### config.mk
export PLATFORM = sky130hd
export DESIGN_NAME = rms_edf_task_selector
export DESIGN_NICKNAME = d
export VERILOG_FILES = /design/src/sv/rmsedf_pkg.sv /design/src/sv/rmsedf_front.sv /design/src/sv/rmsedf_div.sv /design/src/sv/rmsedf_back.sv /design/src/sv/rms_edf_task_selector.sv
export SDC_FILE = /design/constraint.sdc
export NUM_CORES = 1
export LEC_CHECK = 0
export BUFFER_PORTS_ARGS = -buffer_cell sky130_fd_sc_hd__buf_2
export CELL_PAD_IN_SITES_DETAIL_PLACEMENT = 0
export CELL_PAD_IN_SITES_GLOBAL_PLACEMENT = 2
export CORE_MARGIN = 3
export CORE_UTILIZATION = 40
export CTS_BUF_LIST = sky130_fd_sc_hd__clkbuf_16
export DETAILED_ROUTE_END_ITERATION = 12
export GPL_ROUTABILITY_DRIVEN = 1
export HOLD_SLACK_MARGIN = 0.05
export PLACE_DENSITY_LB_ADDON = 0.05
export SETUP_SLACK_MARGIN = 0.02
export SLEW_MARGIN = 20
export SYNTH_ARGS = -nofsm -noshare
export SYNTH_HDL_FRONTEND = slang
export SYNTH_HIERARCHICAL = 1
export SYNTH_SLANG_ARGS = --single-unit
### constraint.sdc
create_clock -name clk -period 3.6 [get_ports clk]
set_input_delay 0.72 -clock clk [delete_from_list [all_inputs] [get_ports clk]]
set_output_delay 0.72 -clock clk [all_outputs]
set_load 0.05 [all_outputs]
### src/sv/rmsedf_pkg.sv
// Shared types and constants of the rate-monotonic / EDF task selector.
package rmsedf_pkg;

  localparam int IN_DATA_W  = 80;
  localparam int OUT_DATA_W = 32;
  localparam int PERIOD_W   = 16;
  localparam int DEADLINE_W = 32;
  localparam int IDENT_W    = 8;
  localparam int CORE_W     = 4;
  localparam int SLICE_W    = 16;
  localparam int PRIO_W     = 20;

  localparam logic [PRIO_W-1:0] RMS_SCALE = 20'd1000000;

  localparam int QUEUE_DEPTH_DEF = 2;

  localparam logic POLICY_RMS = 1'b0;
  localparam logic POLICY_EDF = 1'b1;

  typedef struct packed {
    logic                  policy;
    logic                  qual;
    logic [PERIOD_W-1:0]   period;
    logic [DEADLINE_W-1:0] deadline;
    logic [IDENT_W-1:0]    ident;
    logic [CORE_W-1:0]     core;
    logic [SLICE_W-1:0]    slice;
    logic                  last;
  } task_entry_t;

endpackage

### src/sv/rmsedf_front.sv
// Front end: policy register, descriptor classification and the task queue.
module rmsedf_front #(
  parameter int QUEUE_DEPTH = rmsedf_pkg::QUEUE_DEPTH_DEF
) (
  input  logic                             clk,
  input  logic                             rst_n,
  input  logic                             cfg_valid,
  output logic                             cfg_ready,
  input  logic                             cfg_data,
  input  logic                             in_tvalid,
  output logic                             in_tready,
  input  logic [rmsedf_pkg::IN_DATA_W-1:0] in_tdata,
  input  logic                             in_tlast,
  output logic                             q_valid,
  input  logic                             q_ready,
  output rmsedf_pkg::task_entry_t          q_entry
);

  localparam int PTR_W = (QUEUE_DEPTH > 1) ? $clog2(QUEUE_DEPTH) : 1;
  localparam int CNT_W = $clog2(QUEUE_DEPTH + 1);

  logic                    policy_r;
  logic [PTR_W-1:0]        wr_ptr_r;
  logic [PTR_W-1:0]        wr_ptr_nxt;
  logic [PTR_W-1:0]        rd_ptr_r;
  logic [PTR_W-1:0]        rd_ptr_nxt;
  logic [CNT_W-1:0]        cnt_r;
  logic [CNT_W-1:0]        cnt_nxt;
  rmsedf_pkg::task_entry_t mem_r [QUEUE_DEPTH];
  rmsedf_pkg::task_entry_t new_entry;
  logic                    push;
  logic                    pop;
  logic                    active;

  assign cfg_ready = 1'b1;

  assign active             = in_tdata[0];
  assign new_entry.policy   = policy_r;
  assign new_entry.period   = in_tdata[16:1];
  assign new_entry.deadline = in_tdata[48:17];
  assign new_entry.ident    = in_tdata[56:49];
  assign new_entry.core     = in_tdata[60:57];
  assign new_entry.slice    = in_tdata[76:61];
  assign new_entry.last     = in_tlast;
  assign new_entry.qual     = (policy_r == rmsedf_pkg::POLICY_RMS) ?
                              (active && (in_tdata[16:1] != '0)) : active;

  assign in_tready = (cnt_r != CNT_W'(QUEUE_DEPTH));
  assign q_valid   = (cnt_r != '0);
  assign q_entry   = mem_r[rd_ptr_r];
  assign push      = in_tvalid && in_tready;
  assign pop       = q_valid && q_ready;

  always_comb begin
    wr_ptr_nxt = wr_ptr_r;
    rd_ptr_nxt = rd_ptr_r;
    cnt_nxt    = cnt_r;
    if (push) begin
      wr_ptr_nxt = (wr_ptr_r == PTR_W'(QUEUE_DEPTH - 1)) ? '0 : wr_ptr_r + 1'b1;
    end
    if (pop) begin
      rd_ptr_nxt = (rd_ptr_r == PTR_W'(QUEUE_DEPTH - 1)) ? '0 : rd_ptr_r + 1'b1;
    end
    if (push && !pop) begin
      cnt_nxt = cnt_r + 1'b1;
    end else if (pop && !push) begin
      cnt_nxt = cnt_r - 1'b1;
    end
  end

  always_ff @(posedge clk) begin
    if (!rst_n) begin
      policy_r <= rmsedf_pkg::POLICY_RMS;
      wr_ptr_r <= '0;
      rd_ptr_r <= '0;
      cnt_r    <= '0;
    end else begin
      if (cfg_valid && cfg_ready) begin
        policy_r <= cfg_data;
      end
      wr_ptr_r <= wr_ptr_nxt;
      rd_ptr_r <= rd_ptr_nxt;
      cnt_r    <= cnt_nxt;
    end
  end

  always_ff @(posedge clk) begin
    if (push) begin
      mem_r[wr_ptr_r] <= new_entry;
    end
  end

endmodule

### src/sv/rmsedf_div.sv
// Bit-serial restoring divider that computes the rate-monotonic priority.
module rmsedf_div (
  input  logic                               clk,
  input  logic                               rst_n,
  input  logic                               start,
  input  logic [rmsedf_pkg::PERIOD_W-1:0]    divisor,
  output logic                               busy,
  output logic                               done,
  output logic [rmsedf_pkg::PRIO_W-1:0]      quotient
);

  localparam int CNT_W = $clog2(rmsedf_pkg::PRIO_W);
  localparam int DW    = rmsedf_pkg::PERIOD_W;

  logic             busy_r;
  logic             done_r;
  logic [CNT_W-1:0] cnt_r;
  logic [DW-1:0]    div_r;
  logic [DW-1:0]    rem_r;
  logic [DW-1:0]    rem_nxt;
  logic [rmsedf_pkg::PRIO_W-1:0] quo_r;
  logic [DW:0]      rem_shift;
  logic [DW:0]      diff;
  logic             ge;

  assign rem_shift = {rem_r, rmsedf_pkg::RMS_SCALE[cnt_r]};
  assign ge        = (rem_shift >= {1'b0, div_r});
  assign diff      = rem_shift - {1'b0, div_r};
  assign rem_nxt   = ge ? diff[DW-1:0] : rem_shift[DW-1:0];

  assign busy     = busy_r;
  assign done     = done_r;
  assign quotient = quo_r;

  always_ff @(posedge clk) begin
    if (!rst_n) begin
      busy_r <= 1'b0;
      done_r <= 1'b0;
      cnt_r  <= '0;
    end else begin
      done_r <= busy_r && (cnt_r == '0);
      if (start) begin
        busy_r <= 1'b1;
        cnt_r  <= CNT_W'(rmsedf_pkg::PRIO_W - 1);
      end else if (busy_r) begin
        if (cnt_r == '0) begin
          busy_r <= 1'b0;
        end else begin
          cnt_r <= cnt_r - 1'b1;
        end
      end
    end
  end

  always_ff @(posedge clk) begin
    if (start) begin
      div_r <= divisor;
      rem_r <= '0;
      quo_r <= '0;
    end else if (busy_r) begin
      rem_r <= rem_nxt;
      quo_r <= {quo_r[rmsedf_pkg::PRIO_W-2:0], ge};
    end
  end

endmodule

### src/sv/rmsedf_back.sv
// Back end: compares each task against the running best and issues decisions.
module rmsedf_back (
  input  logic                              clk,
  input  logic                              rst_n,
  input  logic                              q_valid,
  output logic                              q_ready,
  input  rmsedf_pkg::task_entry_t           q_entry,
  output logic                              div_start,
  output logic [rmsedf_pkg::PERIOD_W-1:0]   div_divisor,
  input  logic                              div_done,
  input  logic [rmsedf_pkg::PRIO_W-1:0]     div_quotient,
  output logic                              out_tvalid,
  input  logic                              out_tready,
  output logic [rmsedf_pkg::OUT_DATA_W-1:0] out_tdata
);

  localparam logic [1:0] ST_IDLE = 2'd0;
  localparam logic [1:0] ST_DIV  = 2'd1;
  localparam logic [1:0] ST_EVAL = 2'd2;

  logic [1:0]                          state_r;
  logic [1:0]                          state_nxt;
  rmsedf_pkg::task_entry_t             cur_r;
  rmsedf_pkg::task_entry_t             cur_nxt;
  logic                                have_r;
  logic                                have_nxt;
  logic [rmsedf_pkg::PRIO_W-1:0]       prio_r;
  logic [rmsedf_pkg::PRIO_W-1:0]       prio_nxt;
  logic [rmsedf_pkg::DEADLINE_W-1:0]   dl_r;
  logic [rmsedf_pkg::DEADLINE_W-1:0]   dl_nxt;
  logic [rmsedf_pkg::IDENT_W-1:0]      ident_r;
  logic [rmsedf_pkg::IDENT_W-1:0]      ident_nxt;
  logic [rmsedf_pkg::CORE_W-1:0]       core_r;
  logic [rmsedf_pkg::CORE_W-1:0]       core_nxt;
  logic [rmsedf_pkg::SLICE_W-1:0]      slice_r;
  logic [rmsedf_pkg::SLICE_W-1:0]      slice_nxt;
  logic                                out_valid_r;
  logic                                out_valid_nxt;
  logic [rmsedf_pkg::OUT_DATA_W-1:0]   out_data_r;
  logic [rmsedf_pkg::OUT_DATA_W-1:0]   out_data_nxt;
  logic                                take_rms;
  logic                                take_edf;
  logic                                take;
  logic                                upd_have;
  logic [rmsedf_pkg::PRIO_W-1:0]       upd_prio;
  logic [rmsedf_pkg::DEADLINE_W-1:0]   upd_dl;
  logic [rmsedf_pkg::IDENT_W-1:0]      upd_ident;
  logic [rmsedf_pkg::CORE_W-1:0]       upd_core;
  logic [rmsedf_pkg::SLICE_W-1:0]      upd_slice;
  logic                                out_free;

  assign take_rms = (cur_r.policy == rmsedf_pkg::POLICY_RMS) && cur_r.qual &&
                    (!have_r || (div_quotient > prio_r));
  assign take_edf = (cur_r.policy == rmsedf_pkg::POLICY_EDF) && cur_r.qual &&
                    (cur_r.deadline < dl_r);
  assign take     = take_rms || take_edf;

  assign upd_have  = have_r || take;
  assign upd_prio  = take_rms ? div_quotient : prio_r;
  assign upd_dl    = take_edf ? cur_r.deadline : dl_r;
  assign upd_ident = take ? cur_r.ident : ident_r;
  assign upd_core  = take ? cur_r.core : core_r;
  assign upd_slice = take ? cur_r.slice : slice_r;

  assign out_free    = !out_valid_r || out_tready;
  assign div_divisor = q_entry.period;
  assign out_tvalid  = out_valid_r;
  assign out_tdata   = out_data_r;

  always_comb begin
    state_nxt     = state_r;
    cur_nxt       = cur_r;
    have_nxt      = have_r;
    prio_nxt      = prio_r;
    dl_nxt        = dl_r;
    ident_nxt     = ident_r;
    core_nxt      = core_r;
    slice_nxt     = slice_r;
    out_valid_nxt = out_valid_r && !out_tready;
    out_data_nxt  = out_data_r;
    q_ready       = 1'b0;
    div_start     = 1'b0;
    unique case (state_r)
      ST_IDLE: begin
        q_ready = 1'b1;
        if (q_valid) begin
          cur_nxt = q_entry;
          if ((q_entry.policy == rmsedf_pkg::POLICY_RMS) && q_entry.qual) begin
            div_start = 1'b1;
            state_nxt = ST_DIV;
          end else begin
            state_nxt = ST_EVAL;
          end
        end
      end
      ST_DIV: begin
        if (div_done) begin
          state_nxt = ST_EVAL;
        end
      end
      ST_EVAL: begin
        if (!cur_r.last) begin
          have_nxt  = upd_have;
          prio_nxt  = upd_prio;
          dl_nxt    = upd_dl;
          ident_nxt = upd_ident;
          core_nxt  = upd_core;
          slice_nxt = upd_slice;
          state_nxt = ST_IDLE;
        end else if (out_free) begin
          out_valid_nxt = 1'b1;
          if (upd_have) begin
            out_data_nxt = {3'b000, 1'b1, upd_slice, upd_core, upd_ident};
          end else begin
            out_data_nxt = '0;
          end
          have_nxt  = 1'b0;
          prio_nxt  = '0;
          dl_nxt    = '1;
          ident_nxt = '0;
          core_nxt  = '0;
          slice_nxt = '0;
          state_nxt = ST_IDLE;
        end
      end
      default: begin
        state_nxt = ST_IDLE;
      end
    endcase
  end

  always_ff @(posedge clk) begin
    if (!rst_n) begin
      state_r     <= ST_IDLE;
      have_r      <= 1'b0;
      prio_r      <= '0;
      dl_r        <= '1;
      ident_r     <= '0;
      core_r      <= '0;
      slice_r     <= '0;
      out_valid_r <= 1'b0;
    end else begin
      state_r     <= state_nxt;
      have_r      <= have_nxt;
      prio_r      <= prio_nxt;
      dl_r        <= dl_nxt;
      ident_r     <= ident_nxt;
      core_r      <= core_nxt;
      slice_r     <= slice_nxt;
      out_valid_r <= out_valid_nxt;
    end
  end

  always_ff @(posedge clk) begin
    cur_r      <= cur_nxt;
    out_data_r <= out_data_nxt;
  end

endmodule

### src/sv/rms_edf_task_selector.sv
// Top level of the rate-monotonic / earliest-deadline-first task selector.
// Task descriptors arrive one transaction at a time on the in_ channel; the
// descriptor with in_tlast set closes a scan and produces one decision on the
// out_ channel. The cfg_ channel writes the policy bit (0 rate monotonic,
// 1 earliest deadline first) and is always ready; it applies to descriptors
// accepted after the write. Accepted descriptors wait in a short queue
// in front of the comparison unit. A descriptor that needs no priority
// division goes from IDLE straight to EVAL in the back end; an active
// rate-monotonic descriptor with a nonzero period waits in DIV for the
// bit-serial divider that forms 1000000 / period one quotient bit per cycle.
// out_tvalid rises in the cycle after EVAL closes the scan of a decision.
// If the receiver holds out_tready low, the decision stays in the output
// register, the back end stops at the next scan end, the queue fills and
// in_tready drops. Reset clears the queue, the running best and the output,
// and selects rate-monotonic policy.
module rms_edf_task_selector #(
  parameter int QUEUE_DEPTH = rmsedf_pkg::QUEUE_DEPTH_DEF
) (
  input  logic                              clk,
  input  logic                              rst_n,
  input  logic                              cfg_valid,
  output logic                              cfg_ready,
  input  logic                              cfg_data,
  input  logic                              in_tvalid,
  output logic                              in_tready,
  // task_active, task_period, task_deadline, task_ident, task_core,
  // task_exec_time, zero padding
  input  logic [rmsedf_pkg::IN_DATA_W-1:0]  in_tdata,
  input  logic                              in_tlast,
  output logic                              out_tvalid,
  input  logic                              out_tready,
  // chosen_ident, chosen_core, chosen_slice, found, zero padding
  output logic [rmsedf_pkg::OUT_DATA_W-1:0] out_tdata
);

  logic                                  q_valid;
  logic                                  q_ready;
  rmsedf_pkg::task_entry_t               q_entry;
  logic                                  div_start;
  logic [rmsedf_pkg::PERIOD_W-1:0]       div_divisor;
  logic                                  div_busy;
  logic                                  div_done;
  logic [rmsedf_pkg::PRIO_W-1:0]         div_quotient;

  rmsedf_front #(
    .QUEUE_DEPTH(QUEUE_DEPTH)
  ) u_front (
    .clk       (clk),
    .rst_n     (rst_n),
    .cfg_valid (cfg_valid),
    .cfg_ready (cfg_ready),
    .cfg_data  (cfg_data),
    .in_tvalid (in_tvalid),
    .in_tready (in_tready),
    .in_tdata  (in_tdata),
    .in_tlast  (in_tlast),
    .q_valid   (q_valid),
    .q_ready   (q_ready),
    .q_entry   (q_entry)
  );

  rmsedf_div u_div (
    .clk      (clk),
    .rst_n    (rst_n),
    .start    (div_start),
    .divisor  (div_divisor),
    .busy     (div_busy),
    .done     (div_done),
    .quotient (div_quotient)
  );

  rmsedf_back u_back (
    .clk          (clk),
    .rst_n        (rst_n),
    .q_valid      (q_valid),
    .q_ready      (q_ready),
    .q_entry      (q_entry),
    .div_start    (div_start),
    .div_divisor  (div_divisor),
    .div_done     (div_done),
    .div_quotient (div_quotient),
    .out_tvalid   (out_tvalid),
    .out_tready   (out_tready),
    .out_tdata    (out_tdata)
  );

  a_div_start_idle: assert property (@(posedge clk) disable iff (!rst_n)
    div_start |-> !div_busy)
    else $error("divider started while busy");

  a_div_nonzero: assert property (@(posedge clk) disable iff (!rst_n)
    div_start |-> (div_divisor != '0))
    else $error("divider started with zero period");

  a_empty_decision: assert property (@(posedge clk) disable iff (!rst_n)
    (out_tvalid && !out_tdata[28]) |-> (out_tdata[27:0] == '0))
    else $error("decision without winner carries nonzero fields");

  a_out_after_reset: assert property (@(posedge clk) disable iff (!rst_n)
    $past(!rst_n) |-> !out_tvalid)
    else $error("output valid right after reset");

endmodule

==> results.toml <==
[run_status]
status = "finished clean"

[critical_path]
crit_path_max_fanout = 12
r2r_start = "u_back/prio_r[18]"
worstSetupEndpoint = "u_back/prio_r[19]"
crit_path_start = "u_back/prio_r[18]"
crit_required_ps = 4080
reg2regPathDepth = 10
cp.arrival_ps = 3700
worstReg2RegEnd = "u_back/prio_r[19]"
worstSetupPathType = "flip-flop to flip-flop"
critPathLaunchType = "flip-flop"
cp-end-kind = "flip-flop"
r2r_setup_slack_ps = 380

[synthesis]
synth_seq_area_share_pct = 63.6
synth_edf_count = 266
netlist_instances = 1260
synth_flop_cell = "edfxtp_1"
synth_seq_cells = 399
syn_avg_cell_area_um2 = 13.3
async_flop_share_pct = 0
syn_area_um2 = 16700
ys_types = 77
ys_warn_count = 6

[clock_tree]
clk_pin_slew_ps = 60
h-tree-depth = 2
clock-root-buffer = "clkbuf_16"
clkLatencyLatePin_ps = 570
cts_resized = 0
clockBufferDepth = 3
post_cts_buffers = 0
cts_made_buffers = 44
cts_tree = "yes"
cts_sinks = 399
hold_buffers = 0

[placed_design]
gp_congestion = 0.749
place_inst = 1851
postPlaceCellArea_um2 = 17800
io_buffers = 114
hpwl_um = 21200

[floorplan]
initial_core_util_pct = 40.7
rows = 74
die-width_um = 211
ioPinCount = 122
die-area_um2 = 44400
core_area_um2 = 41100
fp.dieH_um = 211

[layout]
layout_common_cells = "edfxtp_1, dfxtp_1, buf_2"
final_cell_area_um2 = 19200
diodes = 0
instances_no_fill = 1932
fin_util_pct = 46.8
final_net_count = 1524
fillers = 3764
final_common_cell = "edfxtp_1"
drive_gt1_share_pct = 20.8
syn_to_final_growth_pct = 14.8

[global_route]
grt_overflow = 0
grt_pass1_wl_um = 54700
grt_max_degree = 59
track_usage_pct = 15.6
antenna_found_initial = 0
first_global_vias = 9997

[timing]
final.setup_skew_ps = 22.5
fin_crit_sh_pct = 89.4
rsz0062_at_grt = "false"
fin_crit_ps = 3220
setup_tns_ps = 0
tightest_slew_ps = 783
slew_headroom_pct = 47.8
max_freq_mhz = 311
final-max-slew-violation-count = 0
setup_viol = 0
whs_ps = 335
hold_violations = 0

[routing]
wire_per_inst_um = 17.6
dr_total_vias = 9777
drc = 0
postRouteAntennaNets = 0
drt_wl_total_um = 34000
via_per_inst = 5.06
firstDrtPassIters = 5
drtIter0Drc = 349

[min_path]
holdPathStages = 1
hp-class = "input pin to flip-flop"

[power]
leakagePower_nw = 7.58
powerDensity_nw_per_um2 = 757
vdd_drop_max_v = 0.000393

[run]
cap_violations = 0
==> kinds of logic (layout without fill, tap and decap cells) <==
logic type / Yosys count / count (layout) / share of synthesized area, %
AND/OR/NAND/NOR: 262 / 262 / 7.64
XOR/XNOR: 16 / 16 / 0.837
buffers and inverters: 160 / 298 / 4.50
AO/OA/AOI/OAI: 225 / 225 / 9.75
other: 2 / 4 / 0.0448
flip-flops: 399 / 399 / 63.6
multiplexers: 124 / 124 / 8.22
adder cells (fa/ha/maj): 72 / 72 / 5.42
==> worst max-delay path, cell delays in order (launching register included) <==
cell and delay (ps):
dfxtp_1 330, inv_1 40, ha_1 310, nand4_1 180, or4_4 590, a21oi_2 120
a211oi_1 60, buf_4 160, or4_1 770, or3b_1 470, a21boi_1 120
==> Yosys cell counts, drive strengths merged (4+ instances only) <==
cell type  number  area (µm²)
nand2b          9        56.3
nor3b           5        37.5
ha             71         888
a31oi           4        25.0
o21a           10        75.1
nand4          14        87.6
a211oi         15         118
clkbuf         36         135
nor4            8        50.1
mux2           79         927
a32o           28         280
buf            42         310
dfxtp         133        2660
nor2b          28         175
a21o           12        90.1
nor3            5        25.0
mux2i          45         450
a21oi          41         213
o22a           32         280
and3            5        31.3
xnor2           8        70.1
nor2           71         267
inv            81         304
nand2          85         322
edfxtp        266        7990
nand3          11        55.1
o21ai          48         240
o211ai          5        42.5
xor2            8        70.1
==> stage by stage <==
| stage | power (mW) | setup slack [ps] |
|---|---|---|
| after floorplan | 9.38 | 276 |
| after global placement | 10.4 | 419 |
| after detailed placement | 10.4 | 369 |
| after CTS | 14.8 | 351 |
| after global routing | 15.5 | 185 |
| final | 14.6 | 381 |
==> worst min-delay path by stage <==
stage,to,slack [ps],startpoint
finish,u_front/mem_r[0][8],330,in_tdata[68]
global route,u_front/mem_r[0][8],310,in_tdata[68]
CTS,u_front/mem_r[0][43],290,in_tdata[31]
detailed placement,u_back/prio_r[19],460,u_back/prio_r[19]
global placement,u_back/prio_r[18],460,u_back/prio_r[18]
floorplan,u_div/done,440,u_div/cnt_r[4]
==> report_power, final <==
group	switching, mW	internal (mW)	total, mW	leakage, nW
logic	2.25	1.37	3.62	3.26
clock network	1.79	2.56	4.35	0.753
registers	0.490	6.10	6.59	3.57
==> flip-flops by register name, indices dropped and copies added (netlist names), 2 cells and up, named ones only <==
| name | cells |
|---|---|
| u_back/core_r | 4 |
| u_back/cur_r | 63 |
| u_back/dl_r | 32 |
| u_back/ident_r | 8 |
| u_back/out_tdata | 29 |
| u_back/prio_r | 20 |
| u_back/slice_r | 16 |
| u_back/state_r | 2 |
| u_div/cnt_r | 5 |
| u_div/div_r | 16 |
| u_div/quotient | 20 |
| u_div/rem_r | 16 |
| u_front/cnt_r | 2 |
| u_front/mem_r | 158 |
==> per-layer routing <==
layer  global-route usage [%]  share of wire, %  wire length (µm)
met1                     20.8                47             15900
met2                     25.7                47             16100
met3                     2.81               3.5              1190
met4                     5.52               2.5               865
met5                        0                 0                 0
==> layout make-up <==
cell class | count | area (µm²) | area share [%]
clock inverter | 36 | 292 | 1.52
timing repair buffer | 135 | 791 | 4.11
clock buffer | 45 | 1130 | 5.86
multi-input combinational | 703 | 5390 | 28.0
sequential | 399 | 10700 | 55.4
inverter | 82 | 309 | 1.61
tap | 532 | 666 | 3.46
No activity file was read; power rests on OpenSTA's default activity.
